$ cat config.mk
export PLATFORM = sky130hd
export DESIGN_NAME = grid_line_point_walker_flat
export DESIGN_NICKNAME = d
export VERILOG_FILES = /design/src/design/glpw_pkg.sv /design/src/design/glpw_if.sv /design/src/design/glpw_ctrl.sv /design/src/design/glpw_dp.sv /design/src/design/grid_line_point_walker.sv /design/src/flat_wrapper.sv
export SDC_FILE = /design/constraint.sdc
export NUM_CORES = 1
export LEC_CHECK = 0
export CORE_MARGIN = 4
export CORE_UTILIZATION = 50
export DETAILED_ROUTE_END_ITERATION = 12
export DONT_BUFFER_PORTS = 1
export GPL_TIMING_DRIVEN = 0
export SLEW_MARGIN = 20
export SYNTH_ARGS = -nofsm -noshare
export SYNTH_HDL_FRONTEND = slang
export SYNTH_SLANG_ARGS = --single-unit
$ cat constraint.sdc
create_clock -name clk -period 10.68 [get_ports clk]
set_clock_uncertainty 0.05 [all_clocks]
set_input_delay 0.534 -clock clk [delete_from_list [all_inputs] [get_ports clk]]
set_output_delay 0.534 -clock clk [all_outputs]
set_load 0.02 [all_outputs]
$ cat src/design/glpw_pkg.sv
// glpw_pkg: shared types, constants and helpers of the grid line point walker
// used by the interfaces, the controller, the datapath and the top level
// no dependencies
package glpw_pkg;

  // grid geometry
  localparam int GRID_SIZE = 16;
  localparam int COORD_W   = 4;
  localparam int KIND_W    = 2;
  localparam int STEP_W    = 5;

  // result kinds
  localparam logic [KIND_W-1:0] MARK_PATH  = 2'd0;
  localparam logic [KIND_W-1:0] MARK_START = 2'd1;
  localparam logic [KIND_W-1:0] MARK_END   = 2'd2;

  typedef logic [COORD_W-1:0] coord_t;
  typedef logic [KIND_W-1:0]  kind_t;
  typedef logic [STEP_W-1:0]  step_t;

  // emit phase of one line
  typedef enum logic [1:0] {
    PH_IDLE,
    PH_PATH,
    PH_START,
    PH_END
  } phase_t;

  // input beat payload
  typedef struct packed {
    coord_t start_x;
    coord_t start_y;
    coord_t end_x;
    coord_t end_y;
  } in_beat_t;

  // controller to datapath
  typedef struct packed {
    logic  load;
    logic  step;
    logic  emit;
    kind_t kind;
  } ctrl_cmd_t;

  // datapath to controller
  typedef struct packed {
    logic in_d_zero;
    logic path_last;
    logic out_free;
  } dp_stat_t;

  // saturate a coordinate to the grid
  function automatic coord_t clamp_coord(input coord_t v);
    logic [STEP_W-1:0] lim;
    lim = STEP_W'(GRID_SIZE - 1);
    if ({1'b0, v} > lim) begin
      clamp_coord = COORD_W'(GRID_SIZE - 1);
    end else begin
      clamp_coord = v;
    end
  endfunction

endpackage

$ cat src/design/glpw_if.sv
// glpw_if: valid/ready channel interfaces for endpoint beats and result beats
// depends on glpw_pkg
interface glpw_in_if;
  import glpw_pkg::*;

  logic   valid;
  logic   ready;
  coord_t start_x;
  coord_t start_y;
  coord_t end_x;
  coord_t end_y;

  modport source (output valid, output start_x, output start_y, output end_x,
                  output end_y, input ready);
  modport sink (input valid, input start_x, input start_y, input end_x,
                input end_y, output ready);
endinterface

interface glpw_out_if;
  import glpw_pkg::*;

  logic   valid;
  logic   ready;
  coord_t cell_x;
  coord_t cell_y;
  kind_t  mark_kind;
  logic   last_of_line;

  modport source (output valid, output cell_x, output cell_y, output mark_kind,
                  output last_of_line, input ready);
  modport sink (input valid, input cell_x, input cell_y, input mark_kind,
                input last_of_line, output ready);
endinterface

$ cat src/design/glpw_ctrl.sv
// glpw_ctrl: phase state machine that sequences path cells and markers
// depends on glpw_pkg
module glpw_ctrl (
  input  logic                  clk,
  input  logic                  rst_n,
  input  logic                  in_valid,
  output logic                  in_ready,
  input  glpw_pkg::dp_stat_t    stat,
  output glpw_pkg::ctrl_cmd_t   cmd
);
  import glpw_pkg::*;

  phase_t state_r;
  phase_t state_nxt;

  // state register
  always_ff @(posedge clk) begin
    if (!rst_n) begin
      state_r <= PH_IDLE;
    end else begin
      state_r <= state_nxt;
    end
  end

  // next state
  always_comb begin
    state_nxt = state_r;
    case (state_r)
      PH_IDLE: begin
        if (in_valid) begin
          state_nxt = stat.in_d_zero ? PH_START : PH_PATH;
        end
      end
      PH_PATH: begin
        if (stat.out_free && stat.path_last) begin
          state_nxt = PH_START;
        end
      end
      PH_START: begin
        if (stat.out_free) begin
          state_nxt = PH_END;
        end
      end
      PH_END: begin
        if (stat.out_free) begin
          state_nxt = PH_IDLE;
        end
      end
      default: state_nxt = PH_IDLE;
    endcase
  end

  // commands
  always_comb begin
    in_ready = 1'b0;
    cmd      = '0;
    cmd.kind = MARK_PATH;
    case (state_r)
      PH_IDLE: begin
        in_ready = 1'b1;
        cmd.load = in_valid;
      end
      PH_PATH: begin
        cmd.step = stat.out_free;
        cmd.emit = stat.out_free;
        cmd.kind = MARK_PATH;
      end
      PH_START: begin
        cmd.emit = stat.out_free;
        cmd.kind = MARK_START;
      end
      PH_END: begin
        cmd.emit = stat.out_free;
        cmd.kind = MARK_END;
      end
      default: begin
        in_ready = 1'b0;
      end
    endcase
  end

  // end marker closes the line
  a_end_to_idle: assert property (@(posedge clk) disable iff (!rst_n)
    (state_r == PH_END && cmd.emit) |=> (state_r == PH_IDLE))
    else $error("end marker did not return to idle");

  // a path step only happens in the path phase, with the path kind
  a_step_in_path: assert property (@(posedge clk) disable iff (!rst_n)
    cmd.step |-> (state_r == PH_PATH && cmd.kind == MARK_PATH))
    else $error("step outside path phase");

endmodule

$ cat src/design/glpw_dp.sv
// glpw_dp: endpoint hold, remainder accumulators and output register
// depends on glpw_pkg
module glpw_dp (
  input  logic                  clk,
  input  logic                  rst_n,
  input  glpw_pkg::in_beat_t    in_beat,
  input  glpw_pkg::ctrl_cmd_t   cmd,
  output glpw_pkg::dp_stat_t    stat,
  input  logic                  out_ready,
  output logic                  out_valid,
  output glpw_pkg::coord_t      out_cell_x,
  output glpw_pkg::coord_t      out_cell_y,
  output glpw_pkg::kind_t       out_mark_kind,
  output logic                  out_last_of_line
);
  import glpw_pkg::*;

  // held line description
  coord_t sx_r, sy_r, ex_r, ey_r;
  coord_t mag_x_r, mag_y_r;
  logic   neg_x_r, neg_y_r;
  step_t  total_r, step_r;
  coord_t off_x_r, off_y_r;
  step_t  rem_x_r, rem_y_r;

  // output register
  logic   out_valid_r;
  coord_t cell_x_r, cell_y_r;
  kind_t  kind_r;
  logic   last_r;

  // load side
  coord_t ax, ay, bx, by;
  logic   in_neg_x, in_neg_y;
  coord_t in_mag_x, in_mag_y;
  step_t  in_total;

  // step side
  logic [STEP_W:0] sum_x, sum_y;
  logic   carry_x, carry_y;
  step_t  rem_x_nxt, rem_y_nxt;
  coord_t off_x_nxt, off_y_nxt;
  coord_t pos_x, pos_y;
  coord_t res_x, res_y;

  // endpoint saturation and deltas
  always_comb begin
    ax       = clamp_coord(in_beat.start_x);
    ay       = clamp_coord(in_beat.start_y);
    bx       = clamp_coord(in_beat.end_x);
    by       = clamp_coord(in_beat.end_y);
    in_neg_x = bx < ax;
    in_neg_y = by < ay;
    in_mag_x = in_neg_x ? (ax - bx) : (bx - ax);
    in_mag_y = in_neg_y ? (ay - by) : (by - ay);
    in_total = STEP_W'(in_mag_x) + STEP_W'(in_mag_y);
  end

  // accumulate and carry on each axis
  always_comb begin
    sum_x     = {1'b0, rem_x_r} + (STEP_W+1)'(mag_x_r);
    sum_y     = {1'b0, rem_y_r} + (STEP_W+1)'(mag_y_r);
    carry_x   = sum_x >= {1'b0, total_r};
    carry_y   = sum_y >= {1'b0, total_r};
    rem_x_nxt = carry_x ? STEP_W'(sum_x - {1'b0, total_r}) : STEP_W'(sum_x);
    rem_y_nxt = carry_y ? STEP_W'(sum_y - {1'b0, total_r}) : STEP_W'(sum_y);
    off_x_nxt = off_x_r + COORD_W'(carry_x);
    off_y_nxt = off_y_r + COORD_W'(carry_y);
    // negative direction rounds the exact position down
    pos_x = neg_x_r ? (sx_r - off_x_nxt - COORD_W'(rem_x_nxt != '0)) : (sx_r + off_x_nxt);
    pos_y = neg_y_r ? (sy_r - off_y_nxt - COORD_W'(rem_y_nxt != '0)) : (sy_r + off_y_nxt);
  end

  // result selection
  always_comb begin
    case (cmd.kind)
      MARK_START: begin
        res_x = sx_r;
        res_y = sy_r;
      end
      MARK_END: begin
        res_x = ex_r;
        res_y = ey_r;
      end
      default: begin
        res_x = pos_x;
        res_y = pos_y;
      end
    endcase
  end

  // line state
  always_ff @(posedge clk) begin
    if (!rst_n) begin
      sx_r    <= '0;
      sy_r    <= '0;
      ex_r    <= '0;
      ey_r    <= '0;
      mag_x_r <= '0;
      mag_y_r <= '0;
      neg_x_r <= 1'b0;
      neg_y_r <= 1'b0;
      total_r <= '0;
      step_r  <= '0;
      off_x_r <= '0;
      off_y_r <= '0;
      rem_x_r <= '0;
      rem_y_r <= '0;
    end else if (cmd.load) begin
      sx_r    <= ax;
      sy_r    <= ay;
      ex_r    <= bx;
      ey_r    <= by;
      mag_x_r <= in_mag_x;
      mag_y_r <= in_mag_y;
      neg_x_r <= in_neg_x;
      neg_y_r <= in_neg_y;
      total_r <= in_total;
      step_r  <= '0;
      off_x_r <= '0;
      off_y_r <= '0;
      rem_x_r <= '0;
      rem_y_r <= '0;
    end else if (cmd.step) begin
      step_r  <= step_r + 1'b1;
      off_x_r <= off_x_nxt;
      off_y_r <= off_y_nxt;
      rem_x_r <= rem_x_nxt;
      rem_y_r <= rem_y_nxt;
    end
  end

  // output beat valid
  always_ff @(posedge clk) begin
    if (!rst_n) begin
      out_valid_r <= 1'b0;
    end else if (cmd.emit) begin
      out_valid_r <= 1'b1;
    end else if (out_ready) begin
      out_valid_r <= 1'b0;
    end
  end

  // output beat payload
  always_ff @(posedge clk) begin
    if (cmd.emit) begin
      cell_x_r <= res_x;
      cell_y_r <= res_y;
      kind_r   <= cmd.kind;
      last_r   <= (cmd.kind == MARK_END);
    end
  end

  // status
  always_comb begin
    stat.in_d_zero = (in_total == '0);
    stat.path_last = ((step_r + 1'b1) == total_r);
    stat.out_free  = !out_valid_r || out_ready;
  end

  assign out_valid        = out_valid_r;
  assign out_cell_x       = cell_x_r;
  assign out_cell_y       = cell_y_r;
  assign out_mark_kind    = kind_r;
  assign out_last_of_line = last_r;

  // step count never passes the line length
  a_step_bound: assert property (@(posedge clk) disable iff (!rst_n)
    step_r <= total_r)
    else $error("step index beyond line length");

  // remainders stay below the divisor
  a_rem_bound: assert property (@(posedge clk) disable iff (!rst_n)
    (total_r != '0) |-> (rem_x_r < total_r && rem_y_r < total_r))
    else $error("remainder not below line length");

  // a finished path lands exactly on the end point
  a_path_lands: assert property (@(posedge clk) disable iff (!rst_n)
    (total_r != '0 && step_r == total_r) |->
      (off_x_r == mag_x_r && off_y_r == mag_y_r && rem_x_r == '0 && rem_y_r == '0))
    else $error("path did not reach end point");

endmodule

$ cat src/design/grid_line_point_walker.sv
// grid_line_point_walker: top level, joins controller and datapath to the channels
// depends on glpw_pkg, glpw_if, glpw_ctrl and glpw_dp
//
// Each input beat is a start and an end point on a 16 by 16 grid (coordinates
// above the grid edge saturate). The block walks d = |dx| + |dy| steps and emits
// one path cell per step, each coordinate rounded down from the exact position via a
// remainder accumulator, then the start marker and the end marker, the latter with last_of_line set.
// Results leave at one per cycle through an output register while out_ready
// allows, after the accept state; a line gives d + 2 results. The next line
// is accepted as soon as the end marker has entered the output register,
// while that marker still waits to be taken.
module grid_line_point_walker (
  input logic        clk,
  input logic        rst_n,
  glpw_in_if.sink    in_ch,
  glpw_out_if.source out_ch
);
  import glpw_pkg::*;

  in_beat_t  in_beat;
  ctrl_cmd_t cmd;
  dp_stat_t  stat;

  // input beat payload
  always_comb begin
    in_beat.start_x = in_ch.start_x;
    in_beat.start_y = in_ch.start_y;
    in_beat.end_x   = in_ch.end_x;
    in_beat.end_y   = in_ch.end_y;
  end

  // sequencing
  glpw_ctrl u_ctrl (
    .clk      (clk),
    .rst_n    (rst_n),
    .in_valid (in_ch.valid),
    .in_ready (in_ch.ready),
    .stat     (stat),
    .cmd      (cmd)
  );

  // arithmetic and output register
  glpw_dp u_dp (
    .clk              (clk),
    .rst_n            (rst_n),
    .in_beat          (in_beat),
    .cmd              (cmd),
    .stat             (stat),
    .out_ready        (out_ch.ready),
    .out_valid        (out_ch.valid),
    .out_cell_x       (out_ch.cell_x),
    .out_cell_y       (out_ch.cell_y),
    .out_mark_kind    (out_ch.mark_kind),
    .out_last_of_line (out_ch.last_of_line)
  );

endmodule
$ cat src/flat_wrapper.sv
// flat-port wrapper written by rule: the top's interface ports become plain ports
module grid_line_point_walker_flat import glpw_pkg::*;
  (clk, rst_n, in_ch_valid, in_ch_start_x, in_ch_start_y, in_ch_end_x, in_ch_end_y, in_ch_ready, out_ch_valid, out_ch_cell_x, out_ch_cell_y, out_ch_mark_kind, out_ch_last_of_line, out_ch_ready);
  glpw_in_if in_ch_i ();
  glpw_out_if out_ch_i ();
  input logic clk;
  input logic rst_n;
  input wire logic [$bits(in_ch_i.valid)-1:0] in_ch_valid;
  input wire logic [$bits(in_ch_i.start_x)-1:0] in_ch_start_x;
  input wire logic [$bits(in_ch_i.start_y)-1:0] in_ch_start_y;
  input wire logic [$bits(in_ch_i.end_x)-1:0] in_ch_end_x;
  input wire logic [$bits(in_ch_i.end_y)-1:0] in_ch_end_y;
  output wire logic [$bits(in_ch_i.ready)-1:0] in_ch_ready;
  output wire logic [$bits(out_ch_i.valid)-1:0] out_ch_valid;
  output wire logic [$bits(out_ch_i.cell_x)-1:0] out_ch_cell_x;
  output wire logic [$bits(out_ch_i.cell_y)-1:0] out_ch_cell_y;
  output wire logic [$bits(out_ch_i.mark_kind)-1:0] out_ch_mark_kind;
  output wire logic [$bits(out_ch_i.last_of_line)-1:0] out_ch_last_of_line;
  input wire logic [$bits(out_ch_i.ready)-1:0] out_ch_ready;
  assign in_ch_i.valid = in_ch_valid;
  assign in_ch_i.start_x = in_ch_start_x;
  assign in_ch_i.start_y = in_ch_start_y;
  assign in_ch_i.end_x = in_ch_end_x;
  assign in_ch_i.end_y = in_ch_end_y;
  assign in_ch_ready = in_ch_i.ready;
  assign out_ch_valid = out_ch_i.valid;
  assign out_ch_cell_x = out_ch_i.cell_x;
  assign out_ch_cell_y = out_ch_i.cell_y;
  assign out_ch_mark_kind = out_ch_i.mark_kind;
  assign out_ch_last_of_line = out_ch_i.last_of_line;
  assign out_ch_i.ready = out_ch_ready;
  grid_line_point_walker u_core (.clk(clk), .rst_n(rst_n), .in_ch(in_ch_i), .out_ch(out_ch_i));
endmodule
## Word-level counts from Yosys, hierarchy flattened

Cells that the tools add are included.

| word-level totals | value |
|---|---|
| bits in latches | 0 |
| memories kept | 0 |
| input port bits | 20 |
| output and inout port bits | 13 |
| ROM bits | 0 |
| bits in writable memories | 0 |
| bits in registers | 68 |

| operators by class | value |
|---|---|
| add/sub/neg operators | 18 |
| bitwise logic cells | 1 |
| shift operators | 0 |
| equality and inequality tests | 10 |
| order comparisons | 4 |
| reductions and logical operators | 10 |
| multiplexer cells | 20 |
| div/mod/pow operators | 0 |
| $mul | 0 |

Operators with widths:

| kind | number |
|---|---|
| subtractor 4 bit | 6 |
| 2-to-1 mux 4 bit | 4 |
| one-hot mux 4 bit (2 select lines) | 2 |
| adder 5 x 4 -> 6 bit | 2 |
| >= comparator 6 x 5 -> 1 bit | 2 |
| 2-to-1 mux 2 bit | 5 |
| 2-to-1 mux 5 bit | 2 |
| nonzero test 5 bit | 2 |
| subtractor 5 bit | 2 |
| one-hot mux 3 bit (3 select lines) | 1 |
| adder 4 x 1 -> 4 bit | 2 |
| adder 4 bit | 2 |
| < comparator 4 bit | 2 |
| != test 2 bit, second input constant | 4 |
| one-hot mux 2 bit (4 select lines) | 1 |
| subtractor 4 x 1 -> 4 bit | 2 |
| equality test 2 bit, second input constant | 3 |
| adder 4 x 4 -> 5 bit | 1 |
| adder 5 x 1 -> 5 bit, second input constant | 1 |
| equality test 5 bit | 1 |
| zero test 5 bit | 1 |
| 2-to-1 mux 1 bit | 5 |
| equality test 2 x 1 -> 1 bit, second input constant | 2 |
| AND reduction 4 bit | 1 |
| 7 further kinds | 7 |

## Logic depth before layout (Yosys ltp)

| logic depth | value |
|---|---|
| depth in word-level cells | 7 |
| depth in mapped cells | 22 |
| depth with buffers taken out | 22 |

## Cells and area by module

A second synthesis with hierarchy kept.

| second synthesis, totals | value |
|---|---|
| cell total of the unflattened synthesis | 555 |
| area, all modules | 5153.7 µm² |

Modules (own cells, without submodules):

| module | cells an instance | instances | area an instance (µm²) |
|---|---|---|---|
| glpw_dp | 528 | 1 | 4931.0 |
| glpw_ctrl | 27 | 1 | 222.7 |

## Least setup slack after synthesis

OpenSTA, ideal clock, no wires.

| path | value |
|---|---|
| kind | register to register |
| start point | register u_core.u_dp.mag_y_r[0] |
| end point | register u_core.u_dp.cell_y_r[3], in the netlist u_core.u_dp.out_cell_y[3] (data pin) |
| buffers on the path | 0 |
| cell stages (with the launch flop) | 23 |
| data required time | 10.369 ns |
| data arrival time | 4.669 ns |
| slack | 5.701 ns |
| cell sequence | dfxtp_1 -> ha_1 -> inv_1 -> fa_1 -> nor2b_1 -> o21ai_1 -> nand2_1 -> xor2_1 -> ha_1 -> and3_1 -> a31o_1 -> a221oi_2 -> inv_2 -> ha_1 -> fa_1 -> inv_1 -> ha_1 -> o21ai_1 -> nor4b_1 -> nor3_1 -> xnor2_1 -> a21o_1 -> a221o_1 |

| between the ends | value |
|---|---|
| word-level cells in the longest chain between the ends | 7 |
| elaborated cells between the ends (all ways) | 11 |

Ends and longest elaborated chain:

| what | RTL line | source |
|---|---|---|
| start: declaration | glpw_dp.sv:20 | `coord_t mag_x_r, mag_y_r;` |
| start signal: assignment | glpw_dp.sv:115 | `mag_y_r <= in_mag_y;` |
| adder 5 x 4 -> 6 bit (*) | glpw_dp.sv:62 | `sum_y = {1'b0, rem_y_r} + (STEP_W+1)'(mag_y_r);` |
| >= comparator 6 x 5 -> 1 bit (*) | glpw_dp.sv:64 | `carry_y = sum_y >= {1'b0, total_r};` |
| adder 4 x 1 -> 4 bit (*) | glpw_dp.sv:68 | `off_y_nxt = off_y_r + COORD_W'(carry_y);` |
| named net u_core.u_dp.off_y_nxt[0] | glpw_dp.sv:42 | `coord_t off_x_nxt, off_y_nxt;` |
| subtractor 4 bit | glpw_dp.sv:71 | `pos_y = neg_y_r ? (sy_r - off_y_nxt - COORD_W'(rem_y_nxt != '0)) : (sy_r + off_y_nxt);` |
| subtractor 4 x 1 -> 4 bit | glpw_dp.sv:71 |  |
| 2-to-1 mux 4 bit (*) | glpw_dp.sv:71 |  |
| one-hot mux 4 bit (2 select lines) (*) | glpw_dp.sv:76 | `case (cmd.kind)` |
| named net u_core.u_dp.res_y[3] | glpw_dp.sv:44 | `coord_t res_x, res_y;` |
| end signal: assignment | glpw_dp.sv:148 | `cell_y_r <= res_y;` |
| end: declaration | glpw_dp.sv:28 | `coord_t cell_x_r, cell_y_r;` |

The timed path passes the listed nets; every way through them passes the cells marked *.
A chain may end at the register's enable or synchronous reset.

## Worst setup path after layout

Same ends and word-level chain as after synthesis.

==> impl_results.md <==
* Vias at 3,710
* Largest net degree at the start of global routing at 13
* Worst-path clk slew at approximately 0.08 ns
* Top cells by area, synth: dfxtp_1 24%, ha_1 16%, edfxtp_1 6.3%
* FP Rows at 35
* IO Port Bufs at 0
* Max Freq at 178 MHz
* Cts bufs inserted at 9
* Unrepaired setup endpoints after global routing: no
* CP startpoint kind: flip-flop
* Setup TNS Final at 0 ns
* Critical path type: flip-flop to flip-flop
* Ys flop type: dfxtp_1
* Final Util at 0.557
* Slew @ Worst Pin at 0.925 ns
* Min-delay worst type: input port to flip-flop
* Seq pwr share at 0.244
* Clock power share at 0.147
* Ys async rst share at 0
* Worst EP required at 10.73 ns
* H-tree depth at 3
* Leakage power total at approximately 0.0022 uW
* Layout Nets at 636
* I/O pin count at 33
* Post-synth EDFFs at 10
* Crit path capture type: flip-flop
* Clk sinks at 67
* Max Cap Viol at 0
* Starting Density at 0.516
* CTS tree: done
* Routed Antenna Nets at 0
* Sequential cell area fraction in the yosys report at 0.303
* PostCTS Resize Cnt at 0
* Area post-placement at slightly below 5000 sq um
* Register bit total from synthesis at 67
* WL per Instance at 16.9 um
* Clock Latency Late Sink at 0.34 ns
* Diode count at 0
* Period Utilization, post-route at 0.527
* Synthesized Nets at approximately 630
* Placeable Area at 9240 sq um
* Top-area cell type share of the netlist area at 0.239
* Mapped cell area at 4760 sq um
* Clock tree buffer depth at 2
* Final Max Slew Viols at 0
* Vias in the first global route at ~3,700
* Int Pwr at around 880 uW
* Post-synth cell types at 56
* Cts hold-fix bufs at 0
* Final hold vios at 0
* Final instance area at 5150 sq um
* Die height at 106 um
* Initial drt markers at about 150
* Yosys warns at 0
* Clock root buffer master: clkbuf_8
* Die area at 11,200 sq um
* GRT Overall Usage at 0.212
* Layout cell share with drive strength beyond 1 at 0.0568
* Synth-to-Final Area Change at 8.06%
* Cells after Synth at 530
* Final min period at 5.63 ns
* DRC at 0
* Initial antenna violation count at 0
* First-pass GRT wire length at 18,600 um
* Placer Congestion at 0.833
* Status: completed
* Setup bufs post-CTS at 0
* Sw Ratio at 0.453
* Vias per Instance at 5.50
* Worst Path Arrival at 5.68 ns
* Crit Path Max Fanout at 8
* Syn Area/Cell at about 9.0 sq um
* Area leader, netlist: dfxtp_1
* Total wire length at 11,400 um
* Drt pass-1 iters at 4
* Gr ovfl total at 0
* Count of final setup violators at 0
* Pwr Density at 312 nW/um^2
* Die X at 106 um
* Switching pwr at 728 uW
* Max-slew headroom at 0.380
* Peak VDD IR at 0.141 mV
* Comb power frac at 0.609
* HPWL Detailed at 8920 um
[layer usage]
| metal | GRT usage | routed length [um] | vias to the layer above | share of wire |
|---|---|---|---|---|
| li1 | - | - | 1871 | - |
| met1 | 0.285 | 5380 | 1783 | 0.47 |
| met2 | 0.363 | 5570 | 47 | 0.49 |
| met3 | 0.0276 | 343 | 9 | 0.030 |
| met4 | 0.0500 | 102 | 0 | 0.0089 |
| met5 | 0 | 0 | - | 0 |
[critical path, cell delays in order (launching register included)]
cell and delay, ns:
dfxtp_1 0.34, ha_1 0.17, inv_1 0.05, fa_1 0.39
nor2b_1 0.14, o21ai_1 0.07, nand2_1 0.08, xor2_1 0.27
ha_1 0.33, and3_1 0.19, a31o_1 0.22, a221oi_2 0.45
inv_2 0.16, ha_1 0.40, fa_1 0.52, inv_1 0.05
ha_1 0.21, o21ai_1 0.19, a311oi_1 0.12, nor3_1 0.29
xnor2_1 0.17, a21o_1 0.21, a221o_1 0.29
[Yosys cell counts (3+ instances only)]
cell type  instances
a21oi_1           32
o21ai_0           16
inv_2              4
nand2b_1           6
nor3_1             7
a211oi_1           4
edfxtp_1          10
o21ai_1           27
ha_1              60
dfxtp_1           57
xnor2_1           21
and2_1             3
inv_1             57
xor2_1            12
nor2_1            16
a21oi_2            3
o211ai_1           3
nor2b_1            6
a22oi_1            6
mux2i_1           16
nand2_1           53
nor4b_1            4
nand3_1            6
and3_1             4
o22ai_1            8
a22o_1             5
fa_1              15
clkbuf_1          15
a21o_1            13
or3_1              3
a221o_1            5
nor4_1             4
[registers in the layout, summed over array words and instances (netlist names)]
| name | flops |
|---|---|
| u_core.u_dp.rem_y_r | 5 |
| u_core.u_dp.out_valid | 1 |
| u_core.u_dp.ex_r | 4 |
| u_core.u_dp.sx_r | 4 |
| u_core.u_ctrl.state_r | 2 |
| u_core.u_dp.neg_y_r | 1 |
| u_core.u_dp.mag_y_r | 4 |
| u_core.u_dp.ey_r | 4 |
| u_core.u_dp.out_mark_kind | 2 |
| u_core.u_dp.out_cell_x | 4 |
| u_core.u_dp.sy_r | 4 |
| u_core.u_dp.off_y_r | 4 |
| u_core.u_dp.rem_x_r | 5 |
| u_core.u_dp.total_r | 5 |
| u_core.u_dp.mag_x_r | 4 |
| u_core.u_dp.out_cell_y | 4 |
| u_core.u_dp.step_r | 5 |
| u_core.u_dp.off_x_r | 4 |
| u_core.u_dp.neg_x_r | 1 |
[power groups by stage]
stage / registers [uW] / logic (uW) / clock network, uW
floorplan: 384 / 779 / 0
global placement: 396 / 962 / 0
detailed placement: 398 / 979 / 0
CTS: 392 / 985 / 242
global route: 399 / 1120 / 253
finish: 392 / 980 / 236
[cell usage in the layout (no fill, tap or decap), types with 3 or more instances in the layout]
| cell | n |
|---|---|
| ha_1 | 60 |
| inv_1 | 57 |
| dfxtp_1 | 57 |
| nand2_1 | 53 |
| a21oi_1 | 32 |
| o21ai_1 | 27 |
| xnor2_1 | 21 |
| mux2i_1 | 16 |
| clkbuf_1 | 16 |
| nor2_1 | 16 |
| o21ai_0 | 16 |
| fa_1 | 15 |
| a21o_1 | 13 |
| xor2_1 | 12 |
| edfxtp_1 | 10 |
| clkbuf_8 | 9 |
| o22ai_1 | 8 |
| nor2b_1 | 6 |
| nand2b_1 | 6 |
| a22oi_1 | 6 |
| nand3_1 | 6 |
| nor3_1 | 6 |
| a221o_1 | 5 |
| a22o_1 | 5 |
| and3_1 | 4 |
| inv_2 | 4 |
| nor4_1 | 4 |
| nor4b_1 | 4 |
| a211oi_1 | 4 |
| a21oi_2 | 3 |
| and2_1 | 3 |
| o211ai_1 | 3 |
| or3_1 | 3 |
[path summary, 6_finish.rpt]
path / from / endpoint / cells after the start / slack [ns]
min reg2reg: u_core.u_dp.ey_r[0] / u_core.u_dp.ey_r[0] / 2 / 0.40
max: u_core.u_dp.mag_y_r[0] / u_core.u_dp.out_cell_y[3] / 22 / 5.05
min: rst_n / u_core.u_dp.out_valid / 1 / 0.26
max reg2reg: u_core.u_dp.mag_y_r[0] / u_core.u_dp.out_cell_y[3] / 22 / 5.05
[logic make-up (layout without fill, tap and decap cells)]
group	count (synthesis)	in the layout	synth area share
xor gates and xnor gates	33	33	0.0607
buffers and inverters	78	94	0.0625
adders and majority gates	75	75	0.221
muxes	19	19	0.0407
DFF	67	67	0.303
AOI/OAI and AO/OA	139	139	0.194
and+or+nand+nor	119	119	0.119
[area by class of cell]
type	count	area [sq um]
clock buffers	10	128
fillers	872	4090
multi-input cells	385	3030
well taps	129	161
inverters	61	229
clock inverters	6	90.1
plain buffers	17	68.8
flip-flops and latches	67	1440
[per-stage QoR]
stage               std cells  hold slack, ns  setup slack (ns)  power, uW
detailed placement        659           0.397              5.10       1380
floorplan                 530           0.379              5.70       1160
finish                    675           0.256              5.05       1610
global route              675           0.249              4.74       1770
global placement          659           0.390              5.24       1360
CTS                       675           0.245              5.09       1620
Power figures use the tool's default switching activity.
